==> config.mk <==
export PLATFORM = sky130hd
export DESIGN_NAME = waveform_envelope_crc_check_core
export DESIGN_NICKNAME = d
export VERILOG_FILES = /design/src/rtl/core/wecc_pkg.sv /design/src/rtl/core/waveform_envelope_crc_check_core.sv /design/src/rtl/core/wecc_fifo.sv /design/src/rtl/core/wecc_front.sv /design/src/rtl/core/wecc_back.sv
export SDC_FILE = /design/constraint.sdc
export NUM_CORES = 1
export LEC_CHECK = 0
export ABC_AREA = 0
export BUFFER_PORTS_ARGS = -buffer_cell sky130_fd_sc_hd__buf_4
export CORE_UTILIZATION = 55
export DETAILED_ROUTE_END_ITERATION = 12
export MAX_ROUTING_LAYER = met4
export PLACE_DENSITY = 0.7
export SETUP_SLACK_MARGIN = 0.4
export SLEW_MARGIN = 20
export SYNTH_ARGS = -nofsm -noshare
export SYNTH_HDL_FRONTEND = slang
export SYNTH_SLANG_ARGS = --single-unit
export TNS_END_PERCENT = 30
==> constraint.sdc <==
create_clock -name clk -period 13.7 [get_ports clk]
set_input_delay 2.74 -clock clk [delete_from_list [all_inputs] [get_ports clk]]
set_output_delay 2.74 -clock clk [all_outputs]
set_load 0.01 [all_outputs]
==> src/rtl/core/wecc_pkg.sv <==
// Package for the waveform envelope and CRC check core.
// Holds widths, CRC constants, register indexes, item types and the CRC byte step.
`default_nettype none

package wecc_pkg;

  localparam int SAMPLE_W     = 16;
  localparam int COUNT_W      = 16;
  localparam int ACC_W        = 17;
  localparam int COLUMN_W     = 8;
  localparam int CRC_W        = 32;
  localparam int CFG_DATA_W   = 32;
  localparam int CFG_INDEX_W  = 1;
  localparam int FIFO_ENTRIES = 4;

  localparam logic [CRC_W-1:0]    CRC_POLY          = 32'hEDB8_8320;
  localparam logic [CRC_W-1:0]    CRC_ONES          = 32'hFFFF_FFFF;
  localparam logic [COUNT_W-1:0]  CAPTURE_LEN_RESET = 16'd4096;
  localparam logic [SAMPLE_W-1:0] SAMPLE_ONES       = 16'hFFFF;

  // Configuration register indexes.
  typedef enum logic [CFG_INDEX_W-1:0] {
    REG_CAPTURE_LEN  = 1'b0,
    REG_EXPECTED_CRC = 1'b1
  } cfg_reg_t;

  // A classified sample as it travels from the front end to the back end.
  typedef struct packed {
    logic [SAMPLE_W-1:0] sample;
    logic [COLUMN_W-1:0] column;
    logic                closes;
    logic                last;
  } task_t;

  // One reported column.
  typedef struct packed {
    logic [COLUMN_W-1:0] column_index;
    logic [SAMPLE_W-1:0] column_low;
    logic [SAMPLE_W-1:0] column_high;
    logic                final_column;
    logic [SAMPLE_W-1:0] overall_min;
    logic [SAMPLE_W-1:0] overall_max;
    logic                crc_match;
  } result_t;

  // Reflected CRC-32 over one byte, one bit per step.
  function automatic logic [CRC_W-1:0] crc_byte(input logic [CRC_W-1:0] crc_in,
                                                input logic [7:0] data);
    logic [CRC_W-1:0] c;
    c = crc_in ^ {24'd0, data};
    for (int k = 0; k < 8; k++) begin
      c = c[0] ? ((c >> 1) ^ CRC_POLY) : (c >> 1);
    end
    return c;
  endfunction

endpackage

`default_nettype wire

==> src/rtl/core/waveform_envelope_crc_check_core.sv <==
// Waveform envelope decimator with CRC-32 check, top level.
// Depends on wecc_pkg, wecc_front, wecc_fifo and wecc_back.
//
// Usage: samples enter through a queue-style port (push, full); an item is
// taken when push is high and full is low. Results leave through a second
// queue-style port (empty, pop); the oldest result sits on the result ports
// while empty is low and is taken when pop is high.
// Each sample folds into the current column; a result appears when a column
// closes, and the last sample of a capture gives the last column together
// with the capture minimum, maximum and the CRC-32 compare.
// A closing sample is written into the task queue, and its result is
// registered in the result queue before it reaches the ports.
// Throughput: one sample per cycle while full is low, set by the position
// and column update in the front end and the 16-bit CRC step in the back end.
// A four-entry task queue separates front and back end; a four-entry result
// queue holds finished results while the receiver does not pop. When it
// fills, the back end stalls, then the task queue fills and full rises.
// Reset (rst, synchronous) empties both queues, clears the capture state and
// loads the capture length with 4096 and expected_crc with 0. Configuration
// is written through cfg_write, cfg_index and cfg_data.
`default_nettype none

module waveform_envelope_crc_check_core
  import wecc_pkg::*;
#(
  parameter int COLUMNS = 256
) (
  input  wire logic                   clk,
  input  wire logic                   rst,
  input  wire logic                   push,
  output logic                        full,
  input  wire logic [SAMPLE_W-1:0]    sample,
  output logic                        empty,
  input  wire logic                   pop,
  output logic [COLUMN_W-1:0]         column_index,
  output logic [SAMPLE_W-1:0]         column_low,
  output logic [SAMPLE_W-1:0]         column_high,
  output logic                        final_column,
  output logic [SAMPLE_W-1:0]         overall_min,
  output logic [SAMPLE_W-1:0]         overall_max,
  output logic                        crc_match,
  input  wire logic                   cfg_write,
  input  wire logic [CFG_INDEX_W-1:0] cfg_index,
  input  wire logic [CFG_DATA_W-1:0]  cfg_data
);

  logic [COUNT_W-1:0] capture_len;
  logic [CRC_W-1:0]   expected_crc;

  task_t   front_item;
  task_t   back_item;
  result_t back_result;
  result_t out_result;

  logic accept;
  logic task_empty;
  logic task_take;
  logic result_full;
  logic result_push;

  // Configuration registers.
  always_ff @(posedge clk) begin
    if (rst) begin
      capture_len  <= CAPTURE_LEN_RESET;
      expected_crc <= '0;
    end else if (cfg_write) begin
      if (cfg_index == REG_CAPTURE_LEN) begin
        capture_len <= cfg_data[COUNT_W-1:0];
      end else if (cfg_index == REG_EXPECTED_CRC) begin
        expected_crc <= cfg_data[CRC_W-1:0];
      end
    end
  end

  assign accept = push && !full;

  // Front end: position and column tracking.
  wecc_front #(
    .COLUMNS (COLUMNS)
  ) u_front (
    .clk         (clk),
    .rst         (rst),
    .accept      (accept),
    .sample      (sample),
    .capture_len (capture_len),
    .task_item   (front_item)
  );

  // Task queue between front and back end.
  wecc_fifo #(
    .WIDTH ($bits(task_t)),
    .DEPTH (FIFO_ENTRIES)
  ) u_task_q (
    .clk   (clk),
    .rst   (rst),
    .push  (push),
    .full  (full),
    .wdata (front_item),
    .pop   (task_take),
    .empty (task_empty),
    .rdata (back_item)
  );

  // Back end: extremes, CRC and result forming.
  wecc_back u_back (
    .clk          (clk),
    .rst          (rst),
    .task_valid   (!task_empty),
    .task_item    (back_item),
    .task_take    (task_take),
    .result_full  (result_full),
    .expected_crc (expected_crc),
    .result_push  (result_push),
    .result_item  (back_result)
  );

  // Result queue toward the receiver.
  wecc_fifo #(
    .WIDTH ($bits(result_t)),
    .DEPTH (FIFO_ENTRIES)
  ) u_result_q (
    .clk   (clk),
    .rst   (rst),
    .push  (result_push),
    .full  (result_full),
    .wdata (back_result),
    .pop   (pop),
    .empty (empty),
    .rdata (out_result)
  );

  assign column_index = out_result.column_index;
  assign column_low   = out_result.column_low;
  assign column_high  = out_result.column_high;
  assign final_column = out_result.final_column;
  assign overall_min  = out_result.overall_min;
  assign overall_max  = out_result.overall_max;
  assign crc_match    = out_result.crc_match;

endmodule

`default_nettype wire

==> src/rtl/core/wecc_fifo.sv <==
// Small first-word-fall-through queue with full and empty flags.
// Generic storage; used between front and back end and on the result side.
`default_nettype none

module wecc_fifo #(
  parameter int WIDTH = 8,
  parameter int DEPTH = 4
) (
  input  wire logic             clk,
  input  wire logic             rst,
  input  wire logic             push,
  output logic                  full,
  input  wire logic [WIDTH-1:0] wdata,
  input  wire logic             pop,
  output logic                  empty,
  output logic [WIDTH-1:0]      rdata
);

  localparam int ADDR_W = (DEPTH > 1) ? $clog2(DEPTH) : 1;
  localparam int CNT_W  = $clog2(DEPTH + 1);

  logic [WIDTH-1:0]  mem [DEPTH];
  logic [ADDR_W-1:0] wr_ptr;
  logic [ADDR_W-1:0] rd_ptr;
  logic [CNT_W-1:0]  count;
  logic              do_push;
  logic              do_pop;

  assign full    = (count == CNT_W'(DEPTH));
  assign empty   = (count == '0);
  assign do_push = push && !full;
  assign do_pop  = pop && !empty;
  assign rdata   = mem[rd_ptr];

  // Storage write.
  always_ff @(posedge clk) begin
    if (do_push) begin
      mem[wr_ptr] <= wdata;
    end
  end

  // Pointers and fill count.
  always_ff @(posedge clk) begin
    if (rst) begin
      wr_ptr <= '0;
      rd_ptr <= '0;
      count  <= '0;
    end else begin
      if (do_push) begin
        wr_ptr <= (wr_ptr == ADDR_W'(DEPTH - 1)) ? '0 : wr_ptr + 1'b1;
      end
      if (do_pop) begin
        rd_ptr <= (rd_ptr == ADDR_W'(DEPTH - 1)) ? '0 : rd_ptr + 1'b1;
      end
      count <= count + CNT_W'(do_push) - CNT_W'(do_pop);
    end
  end

endmodule

`default_nettype wire

==> src/rtl/core/wecc_front.sv <==
// Front end: accepts samples, tracks position and column, classifies each item.
// Depends on wecc_pkg; feeds the task queue.
`default_nettype none

module wecc_front
  import wecc_pkg::*;
#(
  parameter int COLUMNS = 256
) (
  input  wire logic               clk,
  input  wire logic               rst,
  input  wire logic               accept,
  input  wire logic [SAMPLE_W-1:0] sample,
  input  wire logic [COUNT_W-1:0] capture_len,
  output task_t                   task_item
);

  localparam logic [ACC_W-1:0]   COL_STEP = ACC_W'(COLUMNS);
  localparam logic [COUNT_W-1:0] COL_MIN  = COUNT_W'(COLUMNS);

  logic [COUNT_W-1:0]  position;
  logic [ACC_W-1:0]    accumulator;
  logic [COLUMN_W-1:0] column;

  logic [COUNT_W-1:0] n_eff;
  logic [ACC_W-1:0]   acc_sum;
  logic               last;
  logic               closes;

  // Effective count is never below the column count.
  assign n_eff   = (capture_len < COL_MIN) ? COL_MIN : capture_len;
  assign last    = (position >= (n_eff - 1'b1));
  assign acc_sum = accumulator + COL_STEP;
  assign closes  = last || (acc_sum >= {1'b0, n_eff});

  assign task_item.sample = sample;
  assign task_item.column = column;
  assign task_item.closes = closes;
  assign task_item.last   = last;

  // Position, accumulator and column advance on each accepted item.
  always_ff @(posedge clk) begin
    if (rst) begin
      position    <= '0;
      accumulator <= '0;
      column      <= '0;
    end else if (accept) begin
      if (last) begin
        position    <= '0;
        accumulator <= '0;
        column      <= '0;
      end else if (closes) begin
        position    <= position + 1'b1;
        accumulator <= acc_sum - {1'b0, n_eff};
        column      <= column + 1'b1;
      end else begin
        position    <= position + 1'b1;
        accumulator <= acc_sum;
      end
    end
  end

endmodule

`default_nettype wire

==> src/rtl/core/wecc_back.sv <==
// Back end: folds samples into column and capture extremes, runs the CRC-32,
// and forms result items. Depends on wecc_pkg; reads the task queue.
`default_nettype none

module wecc_back
  import wecc_pkg::*;
(
  input  wire logic             clk,
  input  wire logic             rst,
  input  wire logic             task_valid,
  input  wire task_t            task_item,
  output logic                  task_take,
  input  wire logic             result_full,
  input  wire logic [CRC_W-1:0] expected_crc,
  output logic                  result_push,
  output result_t               result_item
);

  logic [SAMPLE_W-1:0] col_low;
  logic [SAMPLE_W-1:0] col_high;
  logic [SAMPLE_W-1:0] cap_min;
  logic [SAMPLE_W-1:0] cap_max;
  logic [CRC_W-1:0]    crc;

  logic [SAMPLE_W-1:0] col_low_next;
  logic [SAMPLE_W-1:0] col_high_next;
  logic [SAMPLE_W-1:0] cap_min_next;
  logic [SAMPLE_W-1:0] cap_max_next;
  logic [CRC_W-1:0]    crc_next;
  logic                emits;

  // Running extremes and the two-byte CRC step, low byte first.
  always_comb begin
    col_low_next  = (task_item.sample < col_low)  ? task_item.sample : col_low;
    col_high_next = (task_item.sample > col_high) ? task_item.sample : col_high;
    cap_min_next  = (task_item.sample < cap_min)  ? task_item.sample : cap_min;
    cap_max_next  = (task_item.sample > cap_max)  ? task_item.sample : cap_max;
    crc_next      = crc_byte(crc_byte(crc, task_item.sample[7:0]), task_item.sample[15:8]);
  end

  // An item that closes a column needs room on the result side.
  assign emits       = task_item.closes;
  assign task_take   = task_valid && (!emits || !result_full);
  assign result_push = task_take && emits;

  // Result fields; capture totals only travel with the last column.
  always_comb begin
    result_item.column_index = task_item.column;
    result_item.column_low   = col_low_next;
    result_item.column_high  = col_high_next;
    result_item.final_column = task_item.last;
    result_item.overall_min  = task_item.last ? cap_min_next : '0;
    result_item.overall_max  = task_item.last ? cap_max_next : '0;
    result_item.crc_match    = task_item.last && ((crc_next ^ CRC_ONES) == expected_crc);
  end

  // Capture state update.
  always_ff @(posedge clk) begin
    if (rst) begin
      col_low  <= SAMPLE_ONES;
      col_high <= '0;
      cap_min  <= SAMPLE_ONES;
      cap_max  <= '0;
      crc      <= CRC_ONES;
    end else if (task_take) begin
      if (task_item.last) begin
        col_low  <= SAMPLE_ONES;
        col_high <= '0;
        cap_min  <= SAMPLE_ONES;
        cap_max  <= '0;
        crc      <= CRC_ONES;
      end else begin
        col_low  <= task_item.closes ? SAMPLE_ONES : col_low_next;
        col_high <= task_item.closes ? '0 : col_high_next;
        cap_min  <= cap_min_next;
        cap_max  <= cap_max_next;
        crc      <= crc_next;
      end
    end
  end

endmodule

`default_nettype wire

==> metrics.md, run 1 <==
| Metric | Value |
|---|---|
| HPWL Detailed | `42600 um` |
| Finished Cell Area | `around 0.031 mm^2` |
| FFs w/ async S/R, synth | `0%` |
| Layout fillers | `roughly 3900` |
| Initial antenna violation count | `5` |
| Overall die width | `roughly 230 um` |
| Tmin final | `approximately 5.8 ns` |
| Post-CTS Resized | `0` |
| Max incr delay on CP | `between 0.8 and 0.9 ns` |
| Layout cells sized above 1 | `17.16%` |
| Synth warn | `0` |
| CP dominant cell by count | `buf_4` |
| Area leader, netlist | `edfxtp_1` |
| Main flop type after synthesis | `edfxtp_1` |
| Area Growth Syn to Fin | `13.01%` |
| Setup-failing EPs final | `0` |
| Total clock sinks | `603` |
| CTS Buffer Depth | `3` |
| Crit-path cells | `buf_4 -> mux4_2 -> buf_4` |
| Critical path class | `register to output pin` |
| Max_cap viols | `0` |
| XOR/XNOR Fraction of Synth Area | `8.464%` |
| Avg Cell Area, Syn | `approximately 13 um^2` |
| Worst-case clock skew | `between 0.015 and 0.02 ns` |
| Max Freq | `about 170 MHz` |
| CTS tree | `built` |
| Vias in the first global route | `about 17000` |
| Distinct cell type count after synthesis | `70` |
| Status | `finished, final reports clean` |
| Adder-cell area share of the yosys netlist | `between 5 and 6%` |
| Largest family of logic cells by synthesized area | `multiplexers` |
| CTS clk-pin slew, worst paths | `roughly 0.06 ns` |
| Post-synth EDFFs | `400` |
| Critical path peak fanout | `39` |
| CP Buf/Inv Count | `2` |
| Sequential fraction of the synthesis area | `about 58%` |
| Initial Utilization | `55.57%` |
| Final GP Congestion | `between 0.9 and 1` |
| Fin. Hold Viols | `0` |
| Worst Tran Pin Value | `between 1 and 1.5 ns` |
| Area after DPL | `around 0.029 mm^2` |
| Root buffer cell | `clkbuf_16` |
| Port bufs | `approximately 130` |
| Worst Hold Class | `register to register` |
| Post-synth top cells | `edfxtp_1, dfxtp_1, nand2_1, nor2_1, xnor2_1` |
| First-pass GRT wire length | `around 95000 um` |
| Max-slew headroom | `a little under a third` |
| Compound-Gate Fraction of Synth Area | `8.383%` |
| Total die area | `just over 0.05 mm^2` |
| Final Max Slew Viols | `0` |
| Top-area cell type share of the netlist area | `between 40% and 50%` |
| Std cell rows | `about 80` |
| First-pass DRT Iterations | `4` |
| Vias per std cell | `approximately 5.7` |
| Post-CTS Setup Inserts | `0` |
| Post-route antenna net violation count | `0` |
| Seq cells post-synth | `roughly 600` |
| Hold Buf Count CTS | `0` |
| Gr usage total | `25.32%` |
| Setup crit start kind | `register` |
| Layout net count | `approximately 2400` |
| Iter 0 DRT Violations | `about 1100` |
| H-Tree Depth | `2` |
| DRC violation count after routing | `0` |
| CP delay by family, top | `buffers and inverters` |
| Final WL | `roughly 62000 um` |
| Via count | `roughly 17000` |
| Largest net degree at the start of global routing | `89` |
| Core Footprint | `around 0.050 mm^2` |
| Multiplexer share of the synthesized area | `a little under a tenth` |
| Post-synthesis simple-gate area fraction | `between 8 and 9%` |
| Arrival time worst endpoint | `3.03 ns` |
| Cell area after synthesis | `0.02782 mm^2` |
| Die Height | `roughly 230 um` |
| Slowest CP cell | `dfxtp_4` |
| Crit end category | `output pin` |
| # IOs | `130` |
| Post-route clock period utilization | `42.10%` |
| CTS Buf Count | `60` |
| CP Data Required Time | `10.96 ns` |
| Setup TNS | `0 ns` |
| Count leader, synth | `edfxtp_1` |
| RSZ-0062 raised after global routing | `no` |
| Clk_lat worst skew | `0.62 ns` |
| Syn Inst Count | `2143` |
| Overflow after GRT | `0` |
| Synth area leaders | `edfxtp_1, dfxtp_1, mux4_2` |
| Syn Nets | `about 2300` |
| Drt wl/cell | `between 20 and 25 um` |
==> worst reg2reg max path: stages (launching register included) <==
cell     delay (ns)
dfxtp_1        0.34
inv_1          0.13
nand4_1        0.13
or4b_2         0.79
nand2_1        0.22
ha_1           0.23
nand3_1        0.12
nor2_1         0.20
nand2_1        0.11
nor4_1         0.26
xnor2_1        0.12
ha_1           0.31
nand4_1        0.12
or4_1          0.53
o21ai_0        0.17
buf_4          0.23
nor4_1         0.08
buf_4          0.18
a21oi_1        0.65
nor2_1         0.30
a22o_1         0.30
==> cell type report <==
cell class,count,area [um^2],area share (%)
clock inverters,37,367.9,1.170
clock buffers,73,1550,4.931
inverters,118,442.9,1.409
repair buffers,152,1141,3.629
diodes,5,12.51,0.03980
multi-input cells,1331,11000,34.99
well taps,672,840.8,2.674
flip-flops and latches,603,16080,51.16
==> through the flow <==
step	worst slack (ns)	utilization, %	cells	hold slack, ns
after floorplan	8.442	-	2143	0.4323
after global routing	7.658	62.79	2991	0.4887
after CTS	7.807	62.75	2986	0.4722
final	7.932	62.79	2991	0.4700
after detailed placement	8.079	58.92	2876	0.4534
after global placement	8.170	58.91	2876	0.4490
==> sequential cells by signal, indices dropped and copies added (netlist names), 17 cells and up, named ones only <==
signal and cells:
u_task_q.mem 104, u_front.accumulator 17, expected_crc 32, u_back.crc 32, u_result_q.mem 296
==> cell families after synthesis <==
family                     after synthesis
buffers and inverters                  209
adders and majority gates              115
muxes                                  130
AOI/OAI and AO/OA                      367
and+or+nand+nor                        492
xor gates and xnor gates               227
DFF                                    603
==> cell usage in the layout (no fill, tap or decap), drive strengths merged, types with 16 or more instances in the layout <==
master | Yosys | routed
edfxtp | 400 | 400
dfxtp | 203 | 203
nand2 | 172 | 172
xnor2 | 158 | 158
buf | 19 | 152
nor2 | 151 | 151
inv | 117 | 120
a21oi | 116 | 116
ha | 112 | 112
mux4 | 99 | 99
clkbuf | 72 | 73
xor2 | 66 | 66
o21ai | 62 | 62
a21o | 43 | 43
o22ai | 41 | 41
o22a | 33 | 33
nand2b | 30 | 30
mux2i | 29 | 29
nand4 | 27 | 27
clkinv | 1 | 24
nand3 | 23 | 23
nor3 | 22 | 22
a22oi | 16 | 16
==> metal layers <==
| layer | routed length, um | GRT usage (%) | vias to the layer above | share of wire (%) |
|---|---|---|---|---|
| met2 | 31250 | 42.45 | 385 | 50 |
| met5 | 0 | - | - | 0 |
| met1 | 26750 | 31.91 | 8373 | 43 |
| li1 | - | - | 8090 | - |
| met3 | 2847 | 3.875 | 89 | 4.6 |
| met4 | 1431 | 7.193 | 0 | 2.3 |
==> final timing paths <==
check	endpoint	cells past startpoint	slack, ns	startpoint
setup / recovery	overall_min[13]	3	7.93	register
hold / removal	expected_crc[28]$_SDFFE_PP0P_	2	0.47	expected_crc[28]$_SDFFE_PP0P_
setup reg to reg	u_front.column[1]$_SDFFE_PP0P_	20	8.05	capture_len[11]$_SDFFE_PP0P_
hold reg to reg	expected_crc[28]$_SDFFE_PP0P_	2	0.47	expected_crc[28]$_SDFFE_PP0P_
Power of run 1 is left out: the tool's default activity adds up to more than one toggle a clock period on the data nets, which glitch-free logic cannot reach.
==> run 2, diff against run 1 <==
--- a/config.mk
+++ b/config.mk
@@ -5,12 +5,12 @@
 export SDC_FILE = /design/constraint.sdc
 export NUM_CORES = 1
 export LEC_CHECK = 0
-export ABC_AREA = 0
+export ABC_AREA = 1
 export BUFFER_PORTS_ARGS = -buffer_cell sky130_fd_sc_hd__buf_4
 export CORE_UTILIZATION = 55
 export DETAILED_ROUTE_END_ITERATION = 12
 export MAX_ROUTING_LAYER = met4
-export PLACE_DENSITY = 0.7
+export PLACE_DENSITY = 0.72
 export SETUP_SLACK_MARGIN = 0.4
 export SLEW_MARGIN = 20
 export SYNTH_ARGS = -nofsm -noshare
==> constraint.sdc (replaced) <==
create_clock -name clk -period 4.92 [get_ports clk]
set_input_delay 0.984 -clock clk [delete_from_list [all_inputs] [get_ports clk]]
set_output_delay 0.984 -clock clk [all_outputs]
set_load 0.01 [all_outputs]
==> run 2 against run 1 <==
First-iteration DRC count increased by 97%. Via count increased by 42%. Critical path depth is 26 higher. Hold slack worse by 0.0071 ns. Global-route usage up 4.9 points. Die area rose by 6.7%. Synthesized cell count is 55% higher. Clock skew grew 0.0083 ns. Sequential cell count stayed put. Wire length up 30%. Final area rose by 7.5%. Worst setup slack lost 7.3 ns. Critical endpoint is now u_front.column[3]$_SDFFE_PP0P_. Highest routed layer unchanged.
==> metrics.md, run 2 <==
| Metric | Value |
|---|---|
| Status | `finished, final reports clean` |
| Drt wl/cell | `19.36 um (-7.0%)` |
| Overall die width | `234.4 um (+3.3%)` |
| RSZ-0062 raised after global routing | `yes` |
| Via count | `24071 (+42%)` |
| Critical path class | `register to register` |
| CTS clk-pin slew, worst paths | `0.07 ns (about the same)` |
| Number of flip-flops in the largest register | `296 (unchanged)` |
| Worst Hold Class | `register to register` |
| Total clock sinks | `603 (unchanged)` |
| Max_cap viols | `0 (unchanged)` |
| Top-area cell type share of the netlist area | `40.45% (-2.7 points)` |
| Top sig layer | `met4` |
| Syn Nets | `3492 (+51%)` |
| WL met2 | `39620 um (+27%)` |
| Setup crit start kind | `register` |
| Finished Cell Area | `0.03379 mm^2 (+7.5%)` |
| Biggest register | `u_result_q.mem` |
| Area after DPL | `0.03145 mm^2 (+6.6%)` |
| Met3 routed WL | `5252 um (+84%)` |
| Cell area after synthesis | `0.02969 mm^2 (+6.7%)` |
| Overflow after GRT | `0 (unchanged)` |
| Post-route antenna net violation count | `0 (unchanged)` |
| Final GP Congestion | `0.9829 (+7.6%)` |
| H-Tree Depth | `2 (unchanged)` |
| Count leader, synth | `nand2_1` |
| CTS Buffer Depth | `3 (unchanged)` |
| Fin. Hold Viols | `0 (unchanged)` |
| Layout Cells excl Fill | `4186 (+40%)` |
| Avg Cell Area, Syn | `8.935 um^2 (-31%)` |
| Met1 wire length | `33530 um (+25%)` |
| Syn Inst Count | `3323 (+55%)` |
| Tmin final | `between 4 and 5 ns` |
| Top flop regs | `u_result_q.mem: 296 flops, u_task_q.mem: 104 flops` |
| Hold EP | `expected_crc[7]$_SDFFE_PP0P_` |
| FFs w/ async S/R, synth | `0% (unchanged)` |
| HPWL Detailed | `54640 um (+28%)` |
| R2R setup slack | `0.59 ns (-7.46 ns)` |
| Area Growth Syn to Fin | `13.82%` |
| Layout cells sized above 1 | `12.28% (-4.9 points)` |
| Arrival time worst endpoint | `4.84 ns (+1.81 ns)` |
| Hold Path Depth | `2 (unchanged)` |
| Sequential fraction of the synthesis area | `54.14% (-3.6 points)` |
| Port bufs | `129 (unchanged)` |
| Synth area leaders | `edfxtp_1, dfxtp_1, nand2_1` |
| Layout net count | `3611 (+48%)` |
| Worst-case clock skew | `0.02483 ns (+0.008293 ns)` |
| Vias per std cell | `5.750 (+1.5%)` |
| Most frequent cells in the layout | `nand2_1, edfxtp_1, o21ai_0, nor2_1, inv_1` |
| Vias in the first global route | `23118 (+37%)` |
| Gr usage total | `30.22% (+4.9 points)` |
| First-pass GRT wire length | `124900 um (+31%)` |
| Most common cell after layout, fill and taps aside | `nand2_1` |
| Post-route clock period utilization | `slightly below 90%` |
| Max incr delay on CP | `0.36 ns (-0.47 ns)` |
| Main flop type after synthesis | `edfxtp_1` |
| Worst Tran Pin Value | `0.9274 ns (-0.1088 ns)` |
| Hold Buf Count CTS | `0 (unchanged)` |
| HP Start | `expected_crc[7]$_SDFFE_PP0P_` |
| Post-synth EDFFs | `400 (unchanged)` |
| Initial Utilization | `56.05% (+0.49 points)` |
| Std cell rows | `84 (+2.4%)` |
| First-pass DRT Iterations | `6 (+2)` |
| CTS Buf Count | `60 (unchanged)` |
| Worst reg2reg path depth | `29 (+45%)` |
| Max-slew headroom | `38.17% (+7.4 points)` |
| Area leader, netlist | `edfxtp_1` |
| Crit end category | `register` |
| Final Max Slew Viols | `0 (unchanged)` |
| Worst r2r dst | `u_front.column[3]$_SDFFE_PP0P_` |
| Die Height | `234.4 um (+3.3%)` |
| Clk_lat worst skew | `0.63 ns (about the same)` |
| FF-to-FF Start | `capture_len[11]$_SDFFE_PP0P_` |
| Initial antenna violation count | `5 (unchanged)` |
| Setup-failing EPs final | `0 (unchanged)` |
| Layout fillers | `4307 (+11%)` |
| Seq cells post-synth | `603 (unchanged)` |
| Critical path peak fanout | `6 (-85%)` |
| Final WL | `81030 um (+30%)` |
| Post-synth top cells | `nand2_1, edfxtp_1, o21ai_0, nor2_1, inv_1` |
| Iter 0 DRT Violations | `2176 (+97%)` |
| DRC violation count after routing | `0 (unchanged)` |
| Max Freq | `~230 MHz` |
| Largest net degree at the start of global routing | `132 (+48%)` |
| Distinct cell type count after synthesis | `51 (-27%)` |
| CP Data Required Time | `5.43 ns (-5.53 ns)` |
| Root buffer cell | `clkbuf_16` |
| Synth warn | `0 (unchanged)` |
| Total die area | `0.05492 mm^2 (+6.7%)` |
| # IOs | `130 (unchanged)` |
| Core Footprint | `0.05297 mm^2 (+5.8%)` |
| Slowest CP cell | `dfxtp_2` |
| Placed cells | `4050 (+41%)` |
| CTS tree | `built` |
run 2: changes by cell type in the layout (fill, tap and decap cells not counted), moves of 33 or more:
| cell | delta |
|---|---|
| nor2_1 | +184 |
| a21o_1 | -40 |
| xnor2_1 | -114 |
| buf_4 | +35 |
| a21oi_1 | +43 |
| mux4_2 | -99 |
| o21ai_0 | +305 |
| inv_1 | +161 |
| nand2_2 | +48 |
| o22a_1 | -33 |
| o22ai_1 | +62 |
| nand3_1 | +154 |
| nand2_1 | +526 |
| o211ai_1 | +47 |
run 2: worst max-delay path, delay by kind of cell (launching register included):
| kind | cells | cell delay, ns |
|---|---|---|
| XOR/XNOR | 2 | 0.35 |
| adder cells (fa/ha/maj) | 2 | 0.45 |
| AO/OA/AOI/OAI | 1 | 0.33 |
| buffers and inverters | 5 | 0.42 |
| AND/OR/NAND/NOR | 19 | 2.30 |
| flip-flops | 1 | 0.36 |
run 2: cells by family after synthesis:
kind of cell	after synthesis	share of synthesized area, %
and+or+nand+nor	1352	19.11
xor gates and xnor gates	81	2.415
DFF	603	54.14
buffers and inverters	448	5.946
AOI/OAI and AO/OA	724	13.47
adders and majority gates	115	4.922
run 2: layout make-up:
| type | count | area (um^2) | area share, % |
|---|---|---|---|
| Inverter | 306 | 1164 | 3.443 |
| Clock inverter | 36 | 351.6 | 1.040 |
| Clock buffer | 77 | 1647 | 4.872 |
| Antenna cell | 5 | 12.51 | 0.03702 |
| Tap cell | 688 | 860.8 | 2.547 |
| Timing Repair Buffer | 199 | 1568 | 4.639 |
| Sequential cell | 603 | 16090 | 47.60 |
| Multi-Input combinational cell | 2272 | 12110 | 35.82 |
run 2: metal layers:
metal  GRT usage, %  vias up
met5              -        -
met4          10.16        0
met3          4.767      162
met2          50.44      827
met1          37.38    11487
li1               -    11595
run 2: repair_timing:
item	4_1_cts	5_1_grt
buffers inserted	0	17
pin swaps	0	19
setup endpoints to repair	41	49
resized for setup	3	59
cloned	0	1
run 2: worst max-delay path by stage:
stage | start | to | slack, ns | depth (start not counted)
floorplan | register | u_result_q.mem[0][0]$_DFFE_PP_ | -0.24 | 10
global placement | capture_len[10]$_SDFFE_PP0P_ | u_front.column[0]$_SDFFE_PP0P_ | 0.35 | 27
detailed placement | capture_len[13]$_SDFFE_PP0P_ | u_front.column[0]$_SDFFE_PP0P_ | 0.18 | 27
CTS | capture_len[11]$_SDFFE_PP0P_ | u_front.column[3]$_SDFFE_PP0P_ | 0.41 | 28
global route | capture_len[11]$_SDFFE_PP0P_ | u_front.column[3]$_SDFFE_PP0P_ | 0.31 | 29
finish | capture_len[11]$_SDFFE_PP0P_ | u_front.column[3]$_SDFFE_PP0P_ | 0.59 | 29
run 2: stage by stage:
stage / setup WS [ns] / setup TNS [ns] / util, % / hold slack [ns]
2_1_floorplan: -0.2430 / -71.94 / - / 0.4300
3_3_place_gp: 0.3543 / 0 / 59.36 / 0.4578
3_5_place_dp: 0.1759 / 0 / 59.36 / 0.4588
4_1_cts: 0.4150 / 0 / 63.16 / 0.4671
5_1_grt: 0.3134 / 0 / 63.80 / 0.4891
6_report: 0.5905 / 0 / 63.80 / 0.4629
Power of run 2 is left out for the same reason.
